===== src/rtl/pngunf_pkg.sv =====
`default_nettype none

package pngunf_pkg;

  localparam int unsigned LINE_BYTES_DEF = 8192;
  localparam int unsigned MAX_DIST_DEF   = 8;
  localparam int unsigned QUEUE_DEPTH    = 4;

  localparam int unsigned CFG_W      = 14;
  localparam int unsigned CFG_IDX_W  = 1;
  localparam int unsigned DIST_W     = 4;
  localparam int unsigned DIST_IDX_W = 3;

  localparam logic [CFG_IDX_W-1:0] CFG_STRIDE = 1'b0;
  localparam logic [CFG_IDX_W-1:0] CFG_DIST   = 1'b1;

  typedef enum logic [2:0] {
    FILT_NONE,
    FILT_SUB,
    FILT_UP,
    FILT_AVG,
    FILT_PAETH,
    FILT_BAD
  } filter_e;

  typedef struct packed {
    logic [7:0]            data;
    filter_e               filter;
    logic                  first_row;
    logic                  last;
    logic                  left_ok;
    logic [DIST_IDX_W-1:0] dist_idx;
  } entry_t;

  function automatic logic [7:0] paeth(input logic [7:0] a, input logic [7:0] b,
                                       input logic [7:0] c);
    logic signed [10:0] sa, sb, sc;
    logic signed [10:0] da, db, dc;
    logic [7:0] res;
    sa = 11'(signed'({3'b000, a}));
    sb = 11'(signed'({3'b000, b}));
    sc = 11'(signed'({3'b000, c}));
    da = sb - sc;
    db = sa - sc;
    dc = sa + sb - sc - sc;
    if (da < 0) da = -da;
    if (db < 0) db = -db;
    if (dc < 0) dc = -dc;
    if (da <= db && da <= dc) begin
      res = a;
    end else if (db <= dc) begin
      res = b;
    end else begin
      res = c;
    end
    return res;
  endfunction

endpackage

`default_nettype wire


===== src/rtl/pngunf_front.sv =====
`default_nettype none

module pngunf_front #(
  parameter int unsigned LINE_BYTES   = pngunf_pkg::LINE_BYTES_DEF,
  parameter int unsigned MAX_DISTANCE = pngunf_pkg::MAX_DIST_DEF
) (
  input  wire logic                                 clk_i,
  input  wire logic                                 rst_ni,
  input  wire logic                                 in_valid_i,
  output logic                                      in_ready_o,
  input  wire logic [7:0]                           byte_in_i,
  input  wire logic                                 frame_start_i,
  input  wire logic [pngunf_pkg::CFG_W-1:0]         stride_i,
  input  wire logic [pngunf_pkg::DIST_W-1:0]        dist_i,
  input  wire logic                                 full_i,
  output logic                                      push_o,
  output pngunf_pkg::entry_t                        entry_o,
  output logic [(LINE_BYTES > 1 ? $clog2(LINE_BYTES) : 1)-1:0] col_o
);

  localparam int unsigned AW = LINE_BYTES > 1 ? $clog2(LINE_BYTES) : 1;
  localparam int unsigned CW = $clog2(LINE_BYTES + 1);
  localparam int unsigned SW = CW > pngunf_pkg::CFG_W ? CW : pngunf_pkg::CFG_W;
  localparam int unsigned XW = CW > pngunf_pkg::DIST_W ? CW : pngunf_pkg::DIST_W;

  logic [CW-1:0]         column_q, column_d;
  pngunf_pkg::filter_e   filter_q, filter_d;
  logic                  first_row_q, first_row_d;
  logic                  awaiting_q, awaiting_d;

  logic                  accept;
  logic                  type_byte;
  logic [SW-1:0]         stride_w, stride_eff;
  logic [pngunf_pkg::DIST_W-1:0] dist_eff;
  logic [CW-1:0]         col_next;
  logic                  last;

  assign in_ready_o = !full_i;
  assign accept     = in_valid_i && !full_i;
  assign type_byte  = frame_start_i || awaiting_q;

  always_comb begin
    stride_w = SW'(stride_i);
    if (stride_w == '0) begin
      stride_eff = SW'(1);
    end else if (stride_w > SW'(LINE_BYTES)) begin
      stride_eff = SW'(LINE_BYTES);
    end else begin
      stride_eff = stride_w;
    end
    if (dist_i == '0) begin
      dist_eff = pngunf_pkg::DIST_W'(1);
    end else if (dist_i > pngunf_pkg::DIST_W'(MAX_DISTANCE)) begin
      dist_eff = pngunf_pkg::DIST_W'(MAX_DISTANCE);
    end else begin
      dist_eff = dist_i;
    end
  end

  assign col_next = column_q + 1'b1;
  assign last     = SW'(col_next) >= stride_eff;

  always_comb begin
    entry_o.data      = byte_in_i;
    entry_o.filter    = filter_q;
    entry_o.first_row = first_row_q;
    entry_o.last      = last;
    entry_o.left_ok   = XW'(column_q) >= XW'(dist_eff);
    entry_o.dist_idx  = pngunf_pkg::DIST_IDX_W'(dist_eff - 1'b1);
  end

  assign col_o  = column_q[AW-1:0];
  assign push_o = accept && !type_byte;

  always_comb begin
    column_d    = column_q;
    filter_d    = filter_q;
    first_row_d = first_row_q;
    awaiting_d  = awaiting_q;
    if (accept && type_byte) begin
      filter_d    = (byte_in_i > 8'd4) ? pngunf_pkg::FILT_BAD
                                       : pngunf_pkg::filter_e'(byte_in_i[2:0]);
      awaiting_d  = 1'b0;
      column_d    = '0;
      first_row_d = frame_start_i ? 1'b1 : first_row_q;
    end else if (accept) begin
      if (last) begin
        column_d    = '0;
        first_row_d = 1'b0;
        awaiting_d  = 1'b1;
      end else begin
        column_d = col_next;
      end
    end
  end

  always_ff @(posedge clk_i or negedge rst_ni) begin
    if (!rst_ni) begin
      column_q    <= '0;
      filter_q    <= pngunf_pkg::FILT_NONE;
      first_row_q <= 1'b1;
      awaiting_q  <= 1'b1;
    end else begin
      column_q    <= column_d;
      filter_q    <= filter_d;
      first_row_q <= first_row_d;
      awaiting_q  <= awaiting_d;
    end
  end

endmodule

`default_nettype wire


===== config.mk =====
export PLATFORM = sky130hd
export DESIGN_NAME = pngunf_front
export DESIGN_NICKNAME = d
export VERILOG_FILES = /design/src/rtl/pngunf_pkg.sv /design/src/rtl/pngunf_front.sv
export SDC_FILE = /design/constraint.sdc
export NUM_CORES = 1
export LEC_CHECK = 0
export BUFFER_PORTS_ARGS = -buffer_cell sky130_fd_sc_hd__clkbuf_2
export CAP_MARGIN = 0
export CORE_MARGIN = 2
export CORE_UTILIZATION = 51
export CTS_CLUSTER_DIAMETER = 150
export CTS_CLUSTER_SIZE = 20
export DETAILED_ROUTE_END_ITERATION = 10
export PLACE_DENSITY_LB_ADDON = 0.25
export SYNTH_ARGS = -nofsm -noshare
export SYNTH_HDL_FRONTEND = slang
export SYNTH_SLANG_ARGS = --single-unit

===== constraint.sdc =====
create_clock -name clk_i -period 3.7 [get_ports clk_i]
set_clock_uncertainty 0.15 [all_clocks]
set_input_delay 0.185 -clock clk_i [delete_from_list [all_inputs] [get_ports clk_i]]
set_output_delay 0.185 -clock clk_i [all_outputs]
set_load 0.02 [all_outputs]

==> run_results.csv <==
group,metric,value,unit
floorplanning,floorplan.initialDensity,54.3,%
yosys,synth_area_per_cell,7.93,um2
setup_path,worstPathCellList,"ha_1 -> and4_1 -> nand4_1 -> xnor2_1 -> ha_1 -> nand4_1 -> nor2_1 -> o2111ai_4 -> nand2_1 -> clkbuf_2",
yosys,synth_async_sr_flop_share,100,%
clocking,cts_tree,"done",
setup_path,ff2ff_path_depth,10,
setup_path,worstPathArrival,3.11,ns
clocking,htree_levels,1,
yosys,syn_nets,283,
routing,mean_routed_wirelength_per_cell,12.7,um
sta,max_freq,290,MHz
routing,vias,1684,
power,ir_drop,185,uV
floorplanning,fp.dieArea,4110,um2
yosys,synth_top_area_share,23.1,%
yosys,most_common_cell_in_the_netlist,"sky130_fd_sc_hd__nand2_1",
job,max_cap_violations,0,
routing,postRouteAntennaNets,0,
yosys,netlist.top_cell.by_area,"sky130_fd_sc_hd__dfrtp_1",
final_layout,fraction_of_layout_instances_using_a_drive_strength_above_1,28.3,%
routing,route.detailed.drc,0,
setup_path,end_kind,"primary output",
sta,max_slew.worst_pin.slew,0.783,ns
setup_path,worst-path-stages,10,
clocking,clkTransAtPathRegs,0.10,ns
setup_path,timing_worst_setup_path_type,"reg2out",
floorplanning,number_of_cell_rows,21,
routing,initialDrtViolationCount,67,
place,detailed_placement_wirelength_estimate,3.25,mm
final_layout,area_growth_syn_to_layout,13.0,%
sta,min_period_over_period,93.1,%
routing,wl,4.05,mm
sta,slew_viol_final,0,
global_routing,number_of_global_route_vias_before_repair,1517,
setup_path,cpPeakStageDelay,0.47,ns
clocking,worstSkewPairLatency,0.31,ns
sta,whs,0.0263,ns
yosys,synth_edf_count,0,
routing,drt_pre_antenna_iters,4,
power,static_leakage,1.07,nW
final_layout,n_antenna_cell,0,
clocking,cts-buffers-inserted,3,
global_routing,globalRoute.totalOverflow,0,
clocking,max-clock-path-buffers,2,
yosys,synth.yosys.seq_area_share,26.0,%
yosys,synth_cell_type_count,33,
yosys,post_synth_most_frequent_cells,"sky130_fd_sc_hd__nand2_1, sky130_fd_sc_hd__buf_4, sky130_fd_sc_hd__ha_1",
setup_path,worst_path_dominant_cell_family,"simple AND/OR/NAND/NOR gates",
floorplanning,die_width,64.1,um
power,power_per_cell_area,235,nW/um2
place,place.gp.congestion,0.892,
clocking,clock_sink_count,19,
setup_path,critical_path.max_fanout,9,
final_layout,finish.utilization,61.4,%
setup_path,startpoint_type,"flip-flop",
floorplanning,die_height,64.1,um
clocking,postCtsSetupRepairBufs,0,
setup_path,slowest_stage,"sky130_fd_sc_hd__dfrtp_1",
global_routing,global_route.usage.total,21.1,%
sta,fin_crit,3.45,ns
hold_path,timing.hold.worst_path_depth,4,
routing,routed_via_density,5.30,
yosys,most_area_consuming_cells_after_synthesis,"sky130_fd_sc_hd__dfrtp_1, sky130_fd_sc_hd__ha_1, sky130_fd_sc_hd__buf_4, sky130_fd_sc_hd__nand2_1, sky130_fd_sc_hd__nand4_1",
global_routing,grt_antenna_before_repair,0,
setup_path,cp_data_required_time,3.37,ns
place,port-buffer-count,62,
sta,worst_slew_margin_rel,47.8,%
yosys,number_of_warnings_printed_during_yosys_synthesis,0,
yosys,yosys_register_bits,19,
floorplanning,boundaryPins,63,
global_routing,grt_max_degree,21,
global_routing,grt_first_pass_wirelength,6.80,mm
yosys,post_synth_instance_area,1840,um2
sta,finalHoldViolCount,0,
yosys,ys_dominant_reg_cell,"sky130_fd_sc_hd__dfrtp_1",
setup_path,critPathBufInv,1,
final_layout,fillerInstances,318,
sta,report.final.setup_viol,0,
outcome,status,"completed",
final_layout,fin_nets,324,
floorplanning,core,3390,um2
hold_path,hold_path.class,"in2reg",
clocking,ctsRootBufferMaster,"sky130_fd_sc_hd__clkbuf_4",
yosys,syn_inst,232,
sta,setup_tns_final,0,ns
timing repair:
item | 4_1_cts | 5_1_grt
resized for setup | 0 | 1
hold buffers | 3 | 0
hold endpoints to repair | 20 | 0
setup endpoints to repair | 0 | 1
through the flow:
step,cells,cell area (um2),worst slack [ns],power [mW]
floorplan,232,1840,0.929,0.332
global placement,311,2010,0.620,0.373
detailed placement,311,2010,0.561,0.376
CTS,318,2070,0.208,0.491
global route,318,2080,-0.00553,0.527
finish,318,2080,0.253,0.488
per-layer routing:
layer	vias to the layer above	GRT usage (%)	part of all wire, %
met5	-	0	0
met4	0	4.62	0.74
met3	4	5.11	5.6
met2	54	34.0	47
met1	753	28.6	46
li1	873	-	-
cells by family (layout without fill, tap and decap cells):
family | Yosys count | after routing | share of synthesized area, %
simple gates | 109 | 109 | 28.8
fa+ha+maj | 20 | 20 | 13.6
flops | 19 | 19 | 26.0
compound gates | 32 | 32 | 12.7
buf+inv | 39 | 79 | 12.7
xor+xnor | 13 | 13 | 6.19
flip-flops by register name, summed over array words and instances (netlist names):
signal	cells
awaiting_q	1
first_row_q	1
filter_q	3
column_q	14
area by class of cell:
| type | count | area (um2) | area share [%] |
|---|---|---|---|
| clock buffers | 4 | 26.3 | 1.26 |
| multi-input cells | 174 | 1140 | 54.8 |
| flip-flops and latches | 19 | 478 | 23.0 |
| repair buffers | 65 | 340 | 16.4 |
| well taps | 46 | 57.6 | 2.77 |
| inverters | 10 | 37.5 | 1.81 |
report_power, final:
part           switching [mW]  internal (mW)
Sequential             0.0101          0.214
Clock                  0.0690         0.0422
Combinational          0.0947         0.0585
placed cells by master (no fill, tap or decap), types with 4 or more instances in the layout:
cell type and count:
sky130_fd_sc_hd__o21ai_0 8, sky130_fd_sc_hd__ha_1 20, sky130_fd_sc_hd__nor4_1 5, sky130_fd_sc_hd__nor2_1 18, sky130_fd_sc_hd__and3_1 4, sky130_fd_sc_hd__nand4_1 14, sky130_fd_sc_hd__inv_1 10, sky130_fd_sc_hd__clkbuf_2 62
sky130_fd_sc_hd__nor3_1 5, sky130_fd_sc_hd__nand2_1 46, sky130_fd_sc_hd__dfrtp_1 17, sky130_fd_sc_hd__xor2_1 7, sky130_fd_sc_hd__xnor2_1 6, sky130_fd_sc_hd__a21oi_1 14, sky130_fd_sc_hd__nand3_1 7
tightest hold or removal path, cell delays in order:
cell	delay (ns)
sky130_fd_sc_hd__clkbuf_2	0.10
sky130_fd_sc_hd__nor2_1	0.05
sky130_fd_sc_hd__nand3_1	0.07
sky130_fd_sc_hd__nand2_1	0.05
worst paths after layout:
path	start	endpoint	slack [ns]
worst max-delay path	column_q[0]	entry_o[4]	0.25
worst min-delay path	byte_in_i[2]	filter_q[1]	0.03
worst max register to register	column_q[0]	column_q[8]	0.51
worst min register to register	first_row_q	first_row_q	0.35
max in group asynchronous	rst_ni	awaiting_q	2.84
min in group asynchronous	rst_ni	column_q[9]	0.20
(Power assumes the default switching activity.)
