File: src/rtl/pngunf_queue.sv
`default_nettype none

module pngunf_queue #(
  parameter int unsigned WIDTH = 8,
  parameter int unsigned DEPTH = 4
) (
  input  wire logic             clk_i,
  input  wire logic             rst_ni,
  input  wire logic             push_i,
  input  wire logic [WIDTH-1:0] din_i,
  output logic                  full_o,
  input  wire logic             pop_i,
  output logic      [WIDTH-1:0] dout_o,
  output logic                  valid_o
);

  localparam int unsigned PW = DEPTH > 1 ? $clog2(DEPTH) : 1;
  localparam int unsigned CW = $clog2(DEPTH + 1);

  logic [WIDTH-1:0] slot_q [DEPTH];
  logic [PW-1:0]    wr_ptr_q, wr_ptr_d;
  logic [PW-1:0]    rd_ptr_q, rd_ptr_d;
  logic [CW-1:0]    count_q, count_d;

  assign full_o  = count_q == CW'(DEPTH);
  assign valid_o = count_q != '0;
  assign dout_o  = slot_q[rd_ptr_q];

  always_comb begin
    wr_ptr_d = wr_ptr_q;
    rd_ptr_d = rd_ptr_q;
    count_d  = count_q;
    if (push_i) begin
      wr_ptr_d = (wr_ptr_q == PW'(DEPTH - 1)) ? '0 : wr_ptr_q + 1'b1;
    end
    if (pop_i) begin
      rd_ptr_d = (rd_ptr_q == PW'(DEPTH - 1)) ? '0 : rd_ptr_q + 1'b1;
    end
    if (push_i && !pop_i) begin
      count_d = count_q + 1'b1;
    end else if (pop_i && !push_i) begin
      count_d = count_q - 1'b1;
    end
  end

  always_ff @(posedge clk_i or negedge rst_ni) begin
    if (!rst_ni) begin
      wr_ptr_q <= '0;
      rd_ptr_q <= '0;
      count_q  <= '0;
    end else begin
      wr_ptr_q <= wr_ptr_d;
      rd_ptr_q <= rd_ptr_d;
      count_q  <= count_d;
    end
  end

  always_ff @(posedge clk_i) begin
    if (push_i) begin
      slot_q[wr_ptr_q] <= din_i;
    end
  end

endmodule

`default_nettype wire

File: config.mk
export PLATFORM = sky130hd
export DESIGN_NAME = pngunf_queue
export DESIGN_NICKNAME = d
export VERILOG_FILES = /design/src/rtl/pngunf_queue.sv
export SDC_FILE = /design/constraint.sdc
export NUM_CORES = 1
export LEC_CHECK = 0
export ABC_AREA = 0
export BUFFER_PORTS_ARGS = -buffer_cell sky130_fd_sc_hd__buf_2
export CELL_PAD_IN_SITES_DETAIL_PLACEMENT = 1
export CELL_PAD_IN_SITES_GLOBAL_PLACEMENT = 2
export CORE_MARGIN = 2
export CORE_UTILIZATION = 35
export CTS_BUF_LIST = sky130_fd_sc_hd__clkbuf_4 sky130_fd_sc_hd__clkbuf_8
export DETAILED_ROUTE_END_ITERATION = 7
export PLACE_DENSITY = 0.66
export SLEW_MARGIN = 0
export SYNTH_ARGS = -nofsm -noshare
export SYNTH_HDL_FRONTEND = slang
export SYNTH_SLANG_ARGS = --single-unit
File: constraint.sdc
create_clock -name clk_i -period 2.05 [get_ports clk_i]
set_input_delay 0.41 -clock clk_i [delete_from_list [all_inputs] [get_ports clk_i]]
set_output_delay 0.41 -clock clk_i [all_outputs]
set_load 0.05 [all_outputs]
==> results of run 1 <==
## power by group
group / internal [mW] / leakage, nW / total (mW) / switching, mW
Sequential: 1.04 / 0.376 / 1.16 / 0.119
Combinational: 0.394 / 0.272 / 1.10 / 0.704
Clock: 0.356 / 0.0556 / 0.614 / 0.258
## through the flow
| stage | power (mW) | instances |
|---|---|---|
| after global placement | 2.23 | 151 |
| after CTS | 2.92 | 162 |
| final | 2.87 | 162 |
| after floorplan | 2.03 | 79 |
| after global routing | 3.04 | 162 |
| after detailed placement | 2.27 | 151 |
## worst paths after layout
| kind | cells past startpoint | end | startpoint |
|---|---|---|---|
| max | 3 | dout_o[0] | rd_ptr_q[0]$_DFFE_PN0P_ |
| max reg2reg | 3 | slot_q[0][7]$_DFFE_PP_ | wr_ptr_q[0]$_DFFE_PN0P_ |
| min | 1 | slot_q[1][2]$_DFFE_PP_ | din_i[2] |
| min in group asynchronous | 2 | count_q[0]$_DFFE_PN0P_ | rst_ni |
| max in group asynchronous | 2 | rd_ptr_q[0]$_DFFE_PN0P_ | rst_ni |
| min reg2reg | 1 | count_q[2]$_DFFE_PN0P_ | count_q[2]$_DFFE_PN0P_ |
## final cells by class
class / count / area, um^2
Clock buffer: 5 / 68.8
Clock inverter: 3 / 38.8
Fill cell: 424 / 2490
Inverter: 5 / 18.8
Multi-Input combinational cell: 33 / 400
Sequential cell: 39 / 1140
Tap cell: 52 / 65.1
Timing Repair Buffer: 25 / 138
## cells in the final DEF, fill, tap and decap left out, drive strengths merged
cell and instances:
ha 6, bufinv 1, or3 1, mux4 8, inv 5, fa 1, nor3b 1, buf 23
mux2 3, nand3 1, and2 4, nor2 2, edfxtp 32, clkinv 2, dfrtp 7, o21ai 2
dlygate4sd3 1, nand2 1, clkbuf 6, xnor2 1, xor2 2
## cell families after synthesis
| kind of cell | after synthesis |
|---|---|
| muxes | 11 |
| AOI/OAI and AO/OA | 2 |
| adders and majority gates | 7 |
| xor gates and xnor gates | 3 |
| DFF | 39 |
| and+or+nand+nor | 10 |
| buffers and inverters | 7 |
## flip-flops by register name, indices dropped and copies added, names as in the netlist
signal,cells
count_q,3
rd_ptr_q,2
wr_ptr_q,2
slot_q,32
## repair_timing
action,CTS,global route
setup buffers,2,0
endpoints found under the hold margin,7,0
hold buffers,1,0
gates resized for setup,1,1
endpoints found under the setup margin,8,1
## per-layer routing
metal	track usage, %	vias up	share of wire [%]
met3	4.56	6	4.5
met5	0	-	0
met4	5.66	0	1.7
met1	14.2	415	39
met2	20.9	20	54
li1	-	361	-
==> metrics, run 1 <==
GRT overflow=0; post-route antenna net violation count=0; share of layout cells above drive strength 1=39.1%; worst path cell trace=buf_4 > mux4_2 > buf_2; clock-pin slew on the worst setup and hold paths=0.08 ns; Die X=71.0 um; max cap viols=0; RSZ-0062 raised after global routing=no; Top delay family on crit path=multiplexers; post-synthesis adder-cell area fraction=just over 6%; FF-to-FF setup slack=0.61 ns; Initial Utilization=36.1%; endpoints failing hold=0; worst setup margin=about 0.11 ns; htree depth=2; Least-Margin Pin Slew=0.479 ns; Root Buffer=clkbuf_8; hold crit path type=in -> reg; post-synthesis cell area=1570 um^2; Antenna diodes=0; Crit-path slowest cell=mux4_2; synth warn=0; startpoint class of the critical path=flip-flop; initial antenna violation count=0; Via density=4.95; first-pass GRT wire length=4510 um; outcome=finished clean; Post-synth EDFFs=32; Die ar.=5040 um^2; Worst Path Buf+Inv=2; drt drc=0; PD cells=1540 nW/um^2; vias in the first global route=878; Yosys top cell area share=61.1%; clock sinks=39; final setup violation count=0; clk buf depth=2; Gate Count Post-Synth=79; Synth Register Bits=39; Final Skew=0.00517 ns; largest driver fanout on the critical path=5; total number of vias=802; most frequent cell after synthesis=edfxtp_1; Fin Hold WS=0.332 ns; Avg Inst Size Synth=19.9 um^2; core area=4350 um^2; Critical Path Max Stage Delay=0.50 ns; drt initial violations=40; xor/xnor share of the synthesized area=~1.7%; port buffer count=21; Required @ worst endpoint=1.64 ns; Setup TNS=0 ns; pin count of the biggest net entering global routing=13; largest family of logic cells by synthesized area=multiplexers; drt total wl=2700 um; WL/cell=16.6 um; Max Slew Vio Count=0; # IOs=22; cell area after layout=1870 um^2; CTS tree=done; Max Clock Freq=515 MHz; fin nets=128; top post-synthesis cells by count=edfxtp_1 (32), mux4_2 (8), dfrtp_1 (7), ha_1 (6), inv_1 (5); Post-Synth Simple-Gate Area=3.50%; post-synthesis compound-gate area fraction=0.637%; biggest area consumer among synthesized cells=edfxtp_1; row count=24; CP Capture Type=primary output; Critical Path AT=1.53 ns; Leak Pwr=0.703 nW; First-pass DRT Iterations=4; Seq/Total Area, Yosys=around 72%; dpl cell area=about 1700 um^2; RePlAce Congestion=0.712; Die Height=71.0 um; worst slack, placed=roughly 0.11 ns; Top FF cell, synth=edfxtp_1; final period utilization=94.8%; Clock Latency Late Sink=0.29 ns; Syn Nets=a little under 100; Synth cell types=18; slew margin rel.=~70%; synth top area cells=edfxtp_1 (61%), mux4_2 (11%), dfrtp_1 (11%); cts bufs inserted=5; utilization after layout=42.9%; Layout area overhead=18.8%; ys async rst share=17.9%; Tmin final=1.94 ns; gr usage total=around 12%; Worst VDD drop=0.000705 V; CP Class=reg -> out; mux share of post-synthesis cell area=13.6%
Power figures use the tool's default switching activity.
==> run 2, diff against run 1 <==
- RECOVER_POWER: not set -> 100
==> run 2 against run 1 <==
Net effect: first-iteration DRC count increased by 18%; combinational power about the same; clock-buffer cell count unchanged; maximum frequency about the same.
==> metrics, run 2 (synthesis results as in run 1) <==
outcome=finished clean; post-route antenna net violation count=0 (unchanged); Leak Pwr=0.669 nW (-4.8%); CP Class=reg -> out; vias in the first global route=878 (unchanged); GRT overflow=0 (unchanged); Worst VDD drop=0.000704 V (-0.15%); endpoints failing hold=0 (unchanged); Biggest register=slot_q; Root Buffer=clkbuf_8; Fin Hold WS=0.379 ns (+0.0471 ns); Die Height=71.0 um (unchanged); Critical Path AT=1.53 ns (about the same); Required @ worst endpoint=1.64 ns (about the same); final period utilization=94.8% (about the same); max cap viols=0 (unchanged); slew margin rel.=54.2% (-14 points); hold crit path type=in -> reg; Die ar.=5040 um^2 (unchanged); initial antenna violation count=0 (unchanged); Crit-path slowest cell=mux4_2; row count=24 (unchanged); Final Skew=0.00482 ns (-0.000355 ns); # IOs=22 (unchanged); Via density=4.92 (-0.62%); Max Slew Vio Count=0 (unchanged); largest driver fanout on the critical path=5 (unchanged); core area=4350 um^2 (unchanged); Least-Margin Pin Slew=0.687 ns (+0.208 ns); clock-pin slew on the worst setup and hold paths=0.07 ns (about the same); Max Clock Freq=515 MHz (about the same); commonest non-fill, non-tap cells in the layout=edfxtp_1 (32), clkbuf_1 (11), buf_2 (9), mux4_2 (8); Antenna diodes=0 (unchanged); worst slack, placed=0.108 ns (unchanged); First-pass DRT Iterations=4 (unchanged); drt initial violations=47 (+18%); PD cells=1550 nW/um^2 (+0.48%); Clock Latency Late Sink=0.29 ns (about the same); port buffer count=21 (unchanged); fin nets=128 (unchanged); gr usage total=12.4% (unchanged); Top delay family on crit path=multiplexers; drt total wl=2680 um (-0.52%); Setup TNS=0 ns (unchanged); commonest non-fill, non-tap cell in the layout=edfxtp_1; pin count of the biggest net entering global routing=13 (unchanged); CP Capture Type=primary output; Critical Path Max Stage Delay=0.50 ns (about the same); RePlAce Congestion=0.712 (unchanged); FF-to-FF setup slack=0.45 ns (-0.16 ns); clk buf depth=2 (unchanged); Worst Path Buf+Inv=2 (unchanged); Die X=71.0 um (unchanged); first-pass GRT wire length=4510 um (unchanged); cts bufs inserted=5 (unchanged); final setup violation count=0 (unchanged); worst setup margin=0.107 ns (+0.000405 ns); share of layout cells above drive strength 1=29.1% (-10 points); clock sinks=39 (unchanged); startpoint class of the critical path=flip-flop; worst path cell trace=buf_4 > mux4_2 > buf_2; Largest regs=slot_q: 32 flops, count_q: 3 flops; total number of vias=797 (-0.62%); Tmin final=1.94 ns (-0.000405 ns); htree depth=2 (unchanged); CTS tree=done; drt drc=0 (unchanged); max FFs per register=32 (unchanged); RSZ-0062 raised after global routing=no; WL/cell=16.6 um (-0.52%); Layout area overhead=17.9%; Initial Utilization=36.1% (unchanged)
==> run 2: layer usage <==
layer / global-route usage, % / wire length [um]
met1: 14.2 / 1050
met2: 20.9 / 1470
met3: 4.56 / 117
met4: 5.66 / 47
met5: 0 / 0
==> run 2: path summary, 6_finish.rpt <==
kind,end,depth (start not counted),from
max,dout_o[0],3,rd_ptr_q[0]$_DFFE_PN0P_
min in group asynchronous,count_q[0]$_DFFE_PN0P_,2,rst_ni
min reg2reg,count_q[2]$_DFFE_PN0P_,1,count_q[2]$_DFFE_PN0P_
min,slot_q[3][5]$_DFFE_PP_,1,din_i[5]
max reg2reg,slot_q[0][7]$_DFFE_PP_,3,wr_ptr_q[0]$_DFFE_PN0P_
max in group asynchronous,rd_ptr_q[0]$_DFFE_PN0P_,2,rst_ni
==> run 2: final cells by class <==
cell class | instances | area (um^2)
fill | 428 | 2500
sequential | 39 | 1140
clock buffer | 5 | 68.8
multi-input combinational | 33 | 400
tap | 52 | 65.1
timing repair buffer | 25 | 124
inverter | 5 | 18.8
clock inverter | 3 | 38.8
==> run 2: what timing repair did <==
| item | 4_1_cts | 5_1_grt |
|---|---|---|
| endpoints found under the hold margin | 7 | 0 |
| buffers inserted | 2 | 0 |
| endpoints found under the setup margin | 8 | 1 |
| gates cloned | 0 | 0 |
| resized for setup | 1 | 1 |
| hold buffers | 1 | 0 |
==> run 2: worst register-to-register path: stages, from the launching register on <==
cell and delay [ns]:
dfrtp_1 0.41, inv_1 0.13, ha_1 0.15, and2_0 0.55
==> run 2: per-stage QoR <==
step,power (mW),area [um^2],instances,util (%)
floorplan,2.03,1570,79,-
global placement,2.23,1730,151,39.8
detailed placement,2.27,1730,151,39.8
CTS,2.92,1860,162,42.8
global route,3.04,1850,162,42.6
finish,2.87,1850,162,42.6
==> run 2: power by group <==
group / switching [mW] / internal (mW)
combinational: 0.704 / 0.387
clock: 0.257 / 0.356
sequential: 0.118 / 1.05
total: 1.08 / 1.79
==> run 3, diff against run 2 <==
- PLACE_DENSITY: 0.66 -> not set
- PLACE_DENSITY_LB_ADDON: not set -> 0.1
==> run 3 against run 2 <==
Net effect: core utilization shrank 0.26 points; first-iteration DRC count grew 26%; design area decreased by 0.61%; clock-buffer cell count grew 2; global-route usage down 1.2 points; sequential cell count did not move; clock skew fell by 0.0027 ns; final cell count down 0.62%; wire length shrank 5.7%; power decreased by 3.0%.
==> metrics, run 3 (synthesis results as in run 1) <==
outcome=finished clean; Layout area overhead=17.2%; Clk pwr share=18.4% (-3.0 points); max cap viols=0 (unchanged); Placed Instances=152 (+0.66%); htree depth=2 (unchanged); Leak Pwr=0.664 nW (-0.85%); First-pass DRT Iterations=4 (unchanged); pin count of the biggest net entering global routing=12 (-1); Biggest register=slot_q; Initial Utilization=36.1% (unchanged); Setup TNS=0 ns (unchanged); share of layout cells above drive strength 1=29.4% (+0.27 points); hold crit path type=in -> reg; gr usage total=11.2% (-1.2 points); Antenna diodes=0 (unchanged); Worst VDD drop=0.000598 V (-15%); endpoints failing hold=0 (unchanged); Worst Path Buf+Inv=2 (unchanged); CP Class=reg -> out; cell depth of the worst setup path=3 (unchanged); RePlAce Congestion=0.689 (-3.3%); largest driver fanout on the critical path=6 (+1); commonest non-fill, non-tap cell in the layout=edfxtp_1; Die ar.=5040 um^2 (unchanged); Fill cells=432 (+0.93%); DP Wirelength=1820 um; final setup violation count=0 (unchanged); Root Buffer=clkbuf_8; post-route antenna net violation count=0 (unchanged); Largest regs=slot_q: 32 flops, count_q: 3 flops; CTS tree=done; Required @ worst endpoint=1.64 ns (about the same); vias in the first global route=858 (-2.3%); slew margin rel.=57.4% (+3.3 points); CP Capture Type=primary output; PD cells=1510 nW/um^2 (-2.4%); clock sinks=39 (unchanged); port buffer count=21 (unchanged); max FFs per register=32 (unchanged); startpoint class of the critical path=flip-flop; Critical Path Max Stage Delay=0.48 ns (-0.02 ns); cts bufs inserted=5 (unchanged); Max Slew Vio Count=0 (unchanged); Comb pwr share=39.3% (+1.3 points); total number of vias=776 (-2.6%); clk buf depth=2 (unchanged); first-pass GRT wire length=4150 um (-8.0%); switch share=38.2% (+0.55 points); Clock Latency Late Sink=0.28 ns (about the same); WL/cell=15.7 um (-5.1%); r2r worst-path depth=3 (unchanged); Die X=71.0 um (unchanged); clock-pin slew on the worst setup and hold paths=0.07 ns (about the same); worst path cell trace=buf_4 > mux4_2 > buf_2; drt total wl=2530 um (-5.7%); final period utilization=96.9% (+2.2 points); Max Clock Freq=503 MHz (-2.2%); fin nets=127 (-0.78%); switching power=1.06 mW (-1.6%); Tmin final=1.99 ns (+0.0443 ns); commonest non-fill, non-tap cells in the layout=edfxtp_1 (32), clkbuf_1 (11), mux4_2 (8), buf_2 (7); Power, Total=2.78 mW (-3.0%); row count=24 (unchanged); Least-Margin Pin Slew=0.638 ns (-0.0490 ns); Die Height=71.0 um (unchanged); Cell Count, Final, Fillers Out=161 (-0.62%); drt drc=0 (unchanged); initial antenna violation count=0 (unchanged); # IOs=22 (unchanged); sequential power share=42.2% (+1.6 points); Final Skew=0.00216 ns (-0.00266 ns); GRT overflow=0 (unchanged); drt initial violations=59 (+26%); Top delay family on crit path=multiplexers; Crit-path slowest cell=mux4_2; internal power consumption=1.72 mW (-3.8%); Via density=4.82 (-2.0%); worst hold stages=1 (unchanged); Critical Path AT=1.58 ns (+0.05 ns); core area=4350 um^2 (unchanged); RSZ-0062 raised after global routing=no
-- run 3: cell types whose count changed in the layout (fill, tap and decap cells not counted), sizes merged --
cell / change
bufinv: -1
clkbuf: +2
clkinv: -1
buf: -1
-- run 3: final timing paths --
check                                     endpoint  slack, ns               startpoint
min in group asynchronous  wr_ptr_q[0]$_DFFE_PN0P_       0.56                   rst_ni
setup reg to reg            slot_q[0][7]$_DFFE_PP_       0.50  wr_ptr_q[0]$_DFFE_PN0P_
max in group asynchronous  rd_ptr_q[0]$_DFFE_PN0P_       1.18                   rst_ni
hold / removal              slot_q[1][7]$_DFFE_PP_       0.39                 din_i[7]
setup / recovery                         dout_o[2]       0.06  rd_ptr_q[0]$_DFFE_PN0P_
hold reg to reg             count_q[2]$_DFFE_PN0P_       0.49   count_q[2]$_DFFE_PN0P_
-- run 3: power by group through the flow --
stage / Combinational, mW / Clock [mW] / Sequential (mW)
after global routing: 1.18 / 0.558 / 1.20
final: 1.09 / 0.513 / 1.17
after global placement: 1.09 / 0 / 1.19
after CTS: 1.12 / 0.533 / 1.18
after floorplan: 0.911 / 0 / 1.12
after detailed placement: 1.11 / 0 / 1.20
-- run 3: per-layer routing --
| layer | share of wire [%] | GRT usage (%) | wire [um] | up-vias |
|---|---|---|---|---|
| li1 | - | - | - | 356 |
| met1 | 45 | 13.5 | 1130 | 400 |
| met2 | 49 | 17.9 | 1240 | 16 |
| met3 | 4.7 | 4.27 | 120 | 4 |
| met4 | 1.6 | 5.03 | 40 | 0 |
| met5 | 0 | 0 | 0 | - |
-- run 3: area by class of cell --
class	instances	area, um^2	share of cell area [%]
clock buffers	7	83.8	4.55
clock inverters	1	5.00	0.272
inverters	5	18.8	1.02
multi-input cells	33	400	21.7
flip-flops and latches	39	1140	61.8
well taps	52	65.1	3.53
repair buffers	24	131	7.13
-- run 3: through the flow --
step	utilization (%)	worst slack (ns)	cell area, um^2	hold WS, ns
after floorplan	-	0.0636	1570	0.114
final	42.3	0.0627	1840	0.387
after detailed placement	40.3	0.268	1750	0.256
after CTS	42.6	0.0333	1850	0.326
after global placement	40.3	0.291	1750	0.257
after global routing	42.3	0.00338	1840	0.398
-- run 3: repair_timing --
item | in CTS | in global routing
hold endpoints to repair | 7 | 0
hold buffers | 1 | 0
resized for setup | 1 | 2
buffers inserted | 0 | 0
endpoints found under the setup margin | 7 | 1
